<file path="src/rtl/tmlg_pkg.sv">
// Package for the text-mode line generator: command codes, register indexes,
// controller states and the command/status structs between controller and datapath.
// No dependencies.
package tmlg_pkg;

   typedef enum logic [1:0] {
      CMD_LINE  = 2'd0,
      CMD_FRAME = 2'd1,
      CMD_CELL  = 2'd2,
      CMD_FONT  = 2'd3
   } cmd_type;

   typedef enum logic [1:0] {
      REG_BACK_PORCH = 2'd0,
      REG_VISIBLE    = 2'd1,
      REG_COLS       = 2'd2
   } reg_index_type;

   typedef enum logic [1:0] {
      ST_CLEAR,
      ST_IDLE,
      ST_LINE
   } state_type;

   localparam int          LINE_W       = 10;
   localparam int          COL_W        = 5;
   localparam int          TROW_W       = 6;
   localparam int          FONT_AW      = 11;
   localparam logic [9:0]  BACK_PORCH_RST = 10'd35;
   localparam logic [9:0]  VISIBLE_RST    = 10'd480;
   localparam logic [4:0]  COLS_RST       = 5'd20;
   localparam logic [7:0]  SPACE_CHAR     = 8'h20;
   localparam logic [3:0]  TEXT_ROW_MASK  = 4'hF;

   typedef struct packed {
      logic clear;
      logic frame_start;
      logic cell_write;
      logic font_write;
      logic porch_dec;
      logic line_start;
      logic issue;
   } ctrl_cmd_type;

   typedef struct packed {
      logic clear_last;
      logic porch_nz;
      logic lines_done;
      logic ncols_zero;
      logic col_last;
      logic pipe_empty;
      logic advance;
   } dp_stat_type;

endpackage

</file>
<file path="src/rtl/tmlg_ctrl.sv">
// Controller state machine of the text-mode line generator.
// Depends on tmlg_pkg; drives the datapath through ctrl_cmd_type.
module tmlg_ctrl
   import tmlg_pkg::*;
(
   input  logic         clock,
   input  logic         reset,
   input  logic         req_tvalid,
   output logic         req_tready,
   input  logic [1:0]   req_command,
   input  dp_stat_type  stat,
   output ctrl_cmd_type cmd
);

   state_type state_ff, state_in;
   cmd_type   command;
   logic      accept;

   assign command = cmd_type'(req_command);

   always_ff @(posedge clock) begin
      if (reset) begin
         state_ff <= ST_CLEAR;
      end else begin
         state_ff <= state_in;
      end
   end

   always_comb begin
      state_in   = state_ff;
      cmd        = '0;
      req_tready = 1'b0;
      accept     = 1'b0;
      unique case (state_ff)
         ST_CLEAR: begin
            cmd.clear = 1'b1;
            if (stat.clear_last) begin
               state_in = ST_IDLE;
            end
         end
         ST_IDLE: begin
            // take an item only once earlier memory reads have left the pipeline
            req_tready = stat.pipe_empty;
            accept     = req_tvalid && stat.pipe_empty;
            if (accept) begin
               unique case (command)
                  CMD_FRAME: cmd.frame_start = 1'b1;
                  CMD_CELL:  cmd.cell_write  = 1'b1;
                  CMD_FONT:  cmd.font_write  = 1'b1;
                  CMD_LINE: begin
                     if (stat.porch_nz) begin
                        cmd.porch_dec = 1'b1;
                     end else if (!stat.lines_done) begin
                        cmd.line_start = 1'b1;
                        if (!stat.ncols_zero) begin
                           state_in = ST_LINE;
                        end
                     end
                  end
                  default: ;
               endcase
            end
         end
         ST_LINE: begin
            cmd.issue = 1'b1;
            if (stat.advance && stat.col_last) begin
               state_in = ST_IDLE;
            end
         end
         default: state_in = ST_CLEAR;
      endcase
   end

endmodule

</file>
<file path="config.mk">
export PLATFORM = sky130hd
export DESIGN_NAME = tmlg_ctrl
export DESIGN_NICKNAME = d
export VERILOG_FILES = /design/src/rtl/tmlg_pkg.sv /design/src/rtl/tmlg_ctrl.sv
export SDC_FILE = /design/constraint.sdc
export NUM_CORES = 1
export LEC_CHECK = 0
export BUFFER_PORTS_ARGS = -buffer_cell sky130_fd_sc_hd__buf_2
export CAP_MARGIN = 10
export CORE_AREA = 5 5 42 44
export DETAILED_ROUTE_END_ITERATION = 16
export DIE_AREA = 0 0 47 49
export PLACE_DENSITY = 0.5
export SLEW_MARGIN = 15
export SYNTH_ARGS = -nofsm -noshare
export SYNTH_HDL_FRONTEND = slang
export SYNTH_SLANG_ARGS = --single-unit
</file>
<file path="constraint.sdc">
create_clock -name clock -period 2.6 [get_ports clock]
set_clock_uncertainty 0.1 [all_clocks]
set_input_delay 0.39 -clock clock [delete_from_list [all_inputs] [get_ports clock]]
set_output_delay 0.39 -clock clock [all_outputs]
set_load 0.005 [all_outputs]
</file>
==> results of run 1 <==
cell usage in the layout, fill, tap and decap left out, drive strengths merged:
cell type / Yosys / final
buf: 0 / 19
nor2: 5 / 5
nand2: 3 / 3
clkbuf: 0 / 3
inv: 2 / 2
nor3: 2 / 2
dfxtp: 2 / 2
nor2b: 2 / 2
and2b: 1 / 1
and3b: 1 / 1
nand3: 1 / 1
nand4: 1 / 1
or3: 1 / 1
nand3b: 1 / 1
o31ai: 1 / 1
a31oi: 1 / 1
nand2b: 1 / 1
nor4: 1 / 1
o32ai: 1 / 1
power by group through the flow:
stage	combinational (uW)	clock [uW]	sequential [uW]
floorplan	14.6	0	34.8
global placement	31.4	0	35.5
detailed placement	31.6	0	35.5
CTS	31.9	73.6	35.0
global route	34.8	72.8	35.3
finish	31.1	69.1	34.9
layout make-up:
class	instances	area (um2)	share of cell area
clock buffer	3	22.5	0.0659
inverter	2	7.51	0.0220
tap	16	20.0	0.0586
sequential	2	40.0	0.117
multi-input combinational	23	156	0.458
timing repair buffer	19	95.1	0.278
logic make-up (layout without fill, tap and decap cells):
logic type	after synthesis	count (layout)	share of synthesized area
and+or+nand+nor	20	20	0.656
buffers and inverters	2	24	0.0368
DFF	2	2	0.196
AOI/OAI and AO/OA	3	3	0.110
worst min path at each step:
stage / slack [ns] / endpoint / from
3_3_place_gp: 0.44 / state_ff[0] / state_ff[0]
5_1_grt: 0.32 / state_ff[0] / reset
4_1_cts: 0.28 / state_ff[1] / reset
3_5_place_dp: 0.44 / state_ff[0] / state_ff[0]
6_report: 0.29 / state_ff[1] / reset
2_1_floorplan: 0.39 / state_ff[0] / state_ff[0]
through the flow:
stage | utilization | instance area (um2) | setup slack (ns) | hold slack (ns) | power (uW)
2_1_floorplan | - | 204 | 1.29 | 0.387 | 49.4
3_3_place_gp | 0.228 | 319 | 1.07 | 0.442 | 67.0
3_5_place_dp | 0.228 | 319 | 1.06 | 0.435 | 67.1
4_1_cts | 0.244 | 342 | 0.907 | 0.284 | 141
5_1_grt | 0.244 | 342 | 0.830 | 0.316 | 143
6_report | 0.244 | 342 | 0.925 | 0.294 | 135
layer usage:
metal	vias to the layer above	part of all wire	track usage
li1	143	-	-
met4	0	0	0.0415
met2	16	0.38	0.0792
met3	0	0.15	0.0258
met5	-	0	0
met1	106	0.47	0.0766
worst max-delay path, cell delays in order (launching register included):
cell	delay, ns
dfxtp_1	0.44
and3b_2	0.26
nand3_1	0.10
nor2_1	0.04
buf_2	0.12
==> results.yml, run 1 <==
global_route:
  grt_pass1_vias: 253
  grt_antenna_before_repair: 0
  grt-ovfl-total: 0
  grt_start_max_net_pins: 7
  grt.total_usage: 0.0605
  grt_first_pass_wirelength_um: 1010
route:
  dr.pass1.iters: 2
  via_per_inst: 4.08
  wl_per_cell_um: 9.55
  dr_total_vias: 265
  drtIter0Drc: 1
  ant_nets: 0
  drc: 0
  wirelength_um: 621
worst_setup_path:
  reg2reg_to: "state_ff[1]"
  reg2reg_from: "state_ff[0]"
  crit_arrival_ns: 1.18
  crit_path_end: "cmd[3]"
  ff2ff_path_depth: 3
  critPathLaunch: "state_ff[1]"
  r2r_slack_ns: 1.53
  cp-end-kind: "output port"
  cp_max_fo: 6
  crit_type: "flip-flop to output port"
  critPathRequiredTime_ns: 2.11
  cp-start-kind: "flip-flop"
synth:
  ys_warn_count: 0
  yosysTopAreaCell: "dfxtp_1"
  synthTopCellsByCount: "5 x nor2_1, 3 x nand2_1, 2 x dfxtp_1, 2 x inv_1, 2 x nor3_1"
  avgSynthCellArea_um2: 7.55
  synthArstFlopShare: 0
  synth_edf_count: 0
  syn-cell-area_um2: 204
  post-synth-top-count-cell: "nor2_1"
  synth_top_area_share: 0.196
  ys_seq_area_frac: 0.196
  syn_nets: 39
  ys_ff_latch: 2
  ys_dominant_reg_cell: "dfxtp_1"
  syn_inst: 27
  ys_top_cells_by_area: "dfxtp_1 20%, nor2_1 9.2%, nor2b_4 6.7%"
  synth.distinct_cells: 18
clocking:
  cts_hold_buf: 0
  cts_max_level: 1
  cts_tree: "done"
  post-cts-setup-buffers: 0
  cts_buffers: 3
  clk_pin_slew_worst_paths_ns: 0.03
  cts_sinks: 2
  cts_root_buf: "clkbuf_4"
  clockBufferDepth: 2
  cts.repair.resized: 0
  clock_latency_ns: 0.22
sta:
  relSlewSlack: 0.839
  fin_setup_tns_ns: 0
  final_max_slew_viol_count: 0
  rsz0062_at_grt: "false"
  final.min_clock_period_ns: 1.67
  finalHoldViolCount: 0
  worst_slew_pin_slew_ns: 0.241
  fin_crit_sh: 0.644
  final-setup-viol-count: 0
  fmax_mhz: 597
power:
  powerDensity_nw_per_um2: 395
  p_sw_frac: 0.253
  clkPwrFrac: 0.512
  power_switching_uw: 34.1
  power.static_leakage_uw: 0.000184
  seqPwrFrac: 0.258
  pwr-share-comb: 0.230
  intPower_uw: 101
  ir_drop_mv: 0.110
layout:
  antennaDiodeCount: 0
  top_regs: "state_ff: 2 flops"
  fin_cells: 65
  drive_above_1_share: 0.571
  largest_register_ffs: 2
  fill_cells: 177
  top_register: "state_ff"
  fin_nets: 63
  syn_to_final_growth_pct: 67.5
placement:
  globalplace.congestion: 0.654
  port-buffer-count: 19
  dpl.cell_count: 62
  place_hpwl_um: 520
die:
  ios: 20
  core_area_um2: 1400
  die_h_um: 49
  die_w_um: 47
  die_area_um2: 2300
  num_rows: 14
  initial_core_util: 0.146
flow_run:
  maxCapViolCount: 0
worst_hold_path:
  hold_depth: 2
  hp-class: "primary input to flip-flop"
run_status:
  status: "completed"
Note: power is estimated with default switching activity, not from simulation.
==> inputs of run 2 (changes only) <==
==> constraint.sdc (replaced) <==
create_clock -name clock -period 1.55 [get_ports clock]
set_clock_uncertainty 0.1 [all_clocks]
set_input_delay 0.2325 -clock clock [delete_from_list [all_inputs] [get_ports clock]]
set_output_delay 0.2325 -clock clock [all_outputs]
set_load 0.005 [all_outputs]
==> run 2 against run 1 <==
Effect of this change:
- global-route usage increased by 0.92 points
- combinational power increased by 75%
- power increased by 66%
- critical path type unchanged
- largest power group unchanged
- highest routed layer is now met4
==> results.yml, run 2 (synthesis results as in run 1) <==
route:
  ant_nets: 0
  drc: 0
  wirelength_um: 668
  via_per_inst: 4.42
  dr.pass1.iters: 4
  wl_per_cell_um: 10.1
  drtIter0Drc: 5
  dr_total_vias: 292
global_route:
  grt_pass1_vias: 277
  grt_antenna_before_repair: 0
  grt_start_max_net_pins: 7
  grt.total_usage: 0.0697
  grt-ovfl-total: 0
  grt_first_pass_wirelength_um: 1080
placement:
  globalplace.congestion: 0.640
  place_hpwl_um: 545
  port-buffer-count: 19
  dpl.cell_count: 62
sta:
  fin_setup_tns_ns: 0
  fin_crit_sh: 0.950
  final.min_clock_period_ns: 1.47
  worst_slew_pin_slew_ns: 0.217
  fmax_mhz: 679
  finalHoldViolCount: 0
  relSlewSlack: 0.855
  final-setup-viol-count: 0
  final_max_slew_viol_count: 0
clocking:
  cts_sinks: 2
  cts_tree: "done"
  cts_buffers: 3
  cts_hold_buf: 0
  clock_latency_ns: 0.22
  clk_pin_slew_worst_paths_ns: 0.03
  cts_root_buf: "clkbuf_4"
  clockBufferDepth: 2
  cts_max_level: 1
layout:
  syn_to_final_growth_pct: 78.5
  top_regs: "state_ff: 2 flops"
  fin_cells: 66
  largest_register_ffs: 2
  fin_nets: 64
  final_cell_mix: "19 x buf_2, 5 x nor2_1, 3 x nand2_1, 3 x clkbuf_4, 2 x inv_1"
  top_register: "state_ff"
  drive_above_1_share: 0.660
  antennaDiodeCount: 0
  final_common_cell: "buf_2"
die:
  initial_core_util: 0.146
  die_w_um: 47
  die_h_um: 49
  die_area_um2: 2300
  ios: 20
  num_rows: 14
  core_area_um2: 1400
worst_hold_path:
  hp-class: "primary input to flip-flop"
  hp-start: "reset"
run_status:
  status: "completed"
worst_setup_path:
  critPathLaunch: "state_ff[1]"
  reg2reg_from: "state_ff[1]"
  crit_arrival_ns: 1.14
  cp_max_fo: 4
  crit_type: "flip-flop to output port"
  cp-start-kind: "flip-flop"
  cp-end-kind: "output port"
  critPathRequiredTime_ns: 1.22
power:
  ir_drop_mv: 0.130
  power.static_leakage_uw: 0.000191
  powerDensity_nw_per_um2: 618
flow_run:
  maxCapViolCount: 0
[run 2: final cells by class]
cell class,instances,area [um2]
clock buffer,3,22.5
timing repair buffer,20,103
inverter,2,7.51
multi-input combinational,23,166
sequential,2,45.0
fill,173,1040
tap,16,20.0
[run 2: what timing repair did]
| action | CTS | global route |
|---|---|---|
| endpoints found under the setup margin | 0 | 5 |
| buffers inserted | 0 | 1 |
| gates resized for setup | 0 | 5 |
[run 2: final timing paths]
kind / end / slack [ns] / cells after the start
min reg2reg: state_ff[0] / 0.39 / 1
max reg2reg: state_ff[0] / 0.49 / 4
max: cmd[5] / 0.08 / 4
min: state_ff[1] / 0.13 / 2
[run 2: per-layer routing]
metal,vias to the layer above,wire (um),track usage
met3,2,92,0.0185
met4,0,20,0.0829
met5,-,0,0
li1,145,-,-
met2,20,277,0.0860
met1,125,278,0.0833
[run 2: worst max-delay path: stages (launching register included)]
cell	delay (ns)
dfxtp_4	0.35
and3b_2	0.26
nand2_1	0.06
nor3_1	0.11
buf_2	0.14
[run 2: per-stage QoR]
step                cell area, um2  setup WS, ns  hold slack (ns)  utilization  total power [uW]
detailed placement             319         0.267            0.370        0.228               113
global route                   364      -0.00176            0.144        0.260               247
finish                         364        0.0779            0.128        0.260               225
CTS                            342        0.0147            0.130        0.244               234
floorplan                      204         0.396            0.233            -              82.8
global placement               319         0.264            0.382        0.228               112
[run 2: power by group]
group	switching (uW)	internal [uW]	leakage, uW
combinational	25.3	29.2	0.000160
sequential	3.59	54.1	0.0000174
clock	27.4	85.2	0.0000138
==> inputs of run 3 (changes only) <==
==> constraint.sdc (replaced) <==
create_clock -name clock -period 1.55 [get_ports clock]
set_clock_uncertainty 0.1 [all_clocks]
set_input_delay 0.31 -clock clock [delete_from_list [all_inputs] [get_ports clock]]
set_output_delay 0.31 -clock clock [all_outputs]
set_load 0.02 [all_outputs]
==> run 3 against run 2 <==
Effect of this change:
- the flow now finishes with violations (setup timing)
- non-clock buffer count up 3
- combinational power increased by 43%
- critical path depth unchanged
- register-to-register slack worse by 0.06 ns
- utilization rose by 4.1 points
- sequential cell count did not move
- die area unchanged
- routed wire length up 4.6%
- cell count up 4.5%
- global-route usage decreased by 0.50 points
- power grew 11%
- largest cell class unchanged
==> results.yml, run 3 (synthesis results as in run 1) <==
placement:
  placed_area_um2: 324
  globalplace.congestion: 0.660
  place_hpwl_um: 507
  port-buffer-count: 19
  place_ws_ns: 0.110
power:
  intPower_uw: 178
  seqPwrFrac: 0.225
  powerDensity_nw_per_um2: 593
  ir_drop_mv: 0.182
  clkPwrFrac: 0.463
  p_sw_frac: 0.288
  pwr-share-comb: 0.312
  power.static_leakage_uw: 0.000201
  power_switching_uw: 72.0
layout:
  drive_above_1_share: 0.736
  largest_register_ffs: 2
  final_common_cell: "buf_2"
  top_register: "state_ff"
  seqCellArea_um2: 45.0
  final_cell_mix: "14 x buf_2, 8 x buf_4, 3 x nor2_1, 3 x nand2_1, 3 x clkbuf_4"
  final_area_um2: 422
  fin_util: 0.301
  top_regs: "state_ff: 2 flops"
  fill_cells: 171
  syn_to_final_growth_pct: 107
  antennaDiodeCount: 0
  multi_input_area_um2: 185
  fin_nets: 67
sta:
  fmax_mhz: 638
  finalHoldViolCount: 0
  rsz0062_at_grt: "true"
  worst_slew_pin_slew_ns: 0.205
  relSlewSlack: 0.862
  whs_ns: 0.202
  final_max_slew_viol_count: 0
  final-setup-viol-count: 3
  final.min_clock_period_ns: 1.57
  fin_setup_tns_ns: -0.0324
  fin_crit_sh: 1.01
  setup_slack_ns: -0.0182
route:
  dr.pass1.iters: 2
  drtIter0Drc: 1
  via_per_inst: 4.26
  wirelength_um: 699
  ant_nets: 0
  drc: 0
  dr_total_vias: 294
  wl_per_cell_um: 10.1
clocking:
  cts_sinks: 2
  cts_tree: "done"
  cts_root_buf: "clkbuf_4"
  clk_pin_slew_worst_paths_ns: 0.03
  clockBufferDepth: 2
  clock_latency_ns: 0.22
  cts_max_level: 1
  cts_buffers: 3
  cts_hold_buf: 0
die:
  die_w_um: 47
  initial_core_util: 0.146
  die_h_um: 49
  ios: 20
  core_area_um2: 1400
  die_area_um2: 2300
  num_rows: 14
global_route:
  grt-ovfl-total: 0
  grt_start_max_net_pins: 5
  grt_first_pass_wirelength_um: 1080
  grt_antenna_before_repair: 0
  grt_pass1_vias: 273
  grt.total_usage: 0.0647
worst_setup_path:
  r2r_slack_ns: 0.43
  critPathLaunch: "state_ff[1]"
  critPathRequiredTime_ns: 1.14
  ff2ff_path_depth: 4
  cp-start-kind: "flip-flop"
  cp-end-kind: "output port"
  crit_type: "flip-flop to output port"
  cp_max_fo: 3
  crit_path_end: "cmd[5]"
  reg2reg_from: "state_ff[0]"
  crit_arrival_ns: 1.16
  reg2reg_to: "state_ff[1]"
flow_run:
  maxCapViolCount: 0
run_status:
  status: "complete, but fails checks"
  violations: "setup timing"
worst_hold_path:
  hp-class: "primary input to flip-flop"
[run 3: worst min-delay path by stage]
stage	start	to	slack, ns	cells after the start
finish	reset	state_ff[1]	0.20	2
global route	reset	state_ff[1]	0.23	2
detailed placement	state_ff[0]	state_ff[0]	0.43	1
floorplan	reset	state_ff[1]	0.31	1
CTS	reset	state_ff[1]	0.19	2
global placement	state_ff[0]	state_ff[0]	0.44	1
[run 3: metrics by stage]
stage               std cells  total power [uW]
finish                     69               250
global route               69               264
CTS                        67               252
detailed placement         62               121
global placement           62               120
floorplan                  27              91.0
[run 3: power groups by stage]
stage | registers [uW] | clock network (uW) | logic, uW
2_1_floorplan | 58.3 | 0 | 32.6
3_3_place_gp | 59.6 | 0 | 60.7
3_5_place_dp | 59.5 | 0 | 61.1
4_1_cts | 56.4 | 123 | 72.4
5_1_grt | 56.9 | 122 | 85.3
6_report | 56.3 | 116 | 78.0
[run 3: layout make-up]
class | instances | area share
clock buffer | 3 | 0.0534
inverter | 2 | 0.0178
multi-input combinational | 23 | 0.439
sequential | 2 | 0.107
tap | 16 | 0.0475
timing repair buffer | 23 | 0.335
[run 3: layer usage]
layer / track usage / vias to the layer above / wire [um]
li1: - / 150 / -
met1: 0.0830 / 128 / 284
met2: 0.0860 / 16 / 319
met3: 0.0258 / 0 / 95
met4: 0.0415 / 0 / 0
met5: 0 / - / 0
[run 3: critical path, cell delays in order, from the launching register on]
cell and delay [ns]:
dfxtp_4 0.34, and3b_2 0.26, nand2_1 0.07, nor3_2 0.11, buf_4 0.16
[run 3: repair_timing]
| item | 4_1_cts | 5_1_grt |
|---|---|---|
| endpoints found under the setup margin | 5 | 5 |
| buffers inserted | 2 | 2 |
| resized for setup | 10 | 4 |
| pin swaps | 4 | 2 |
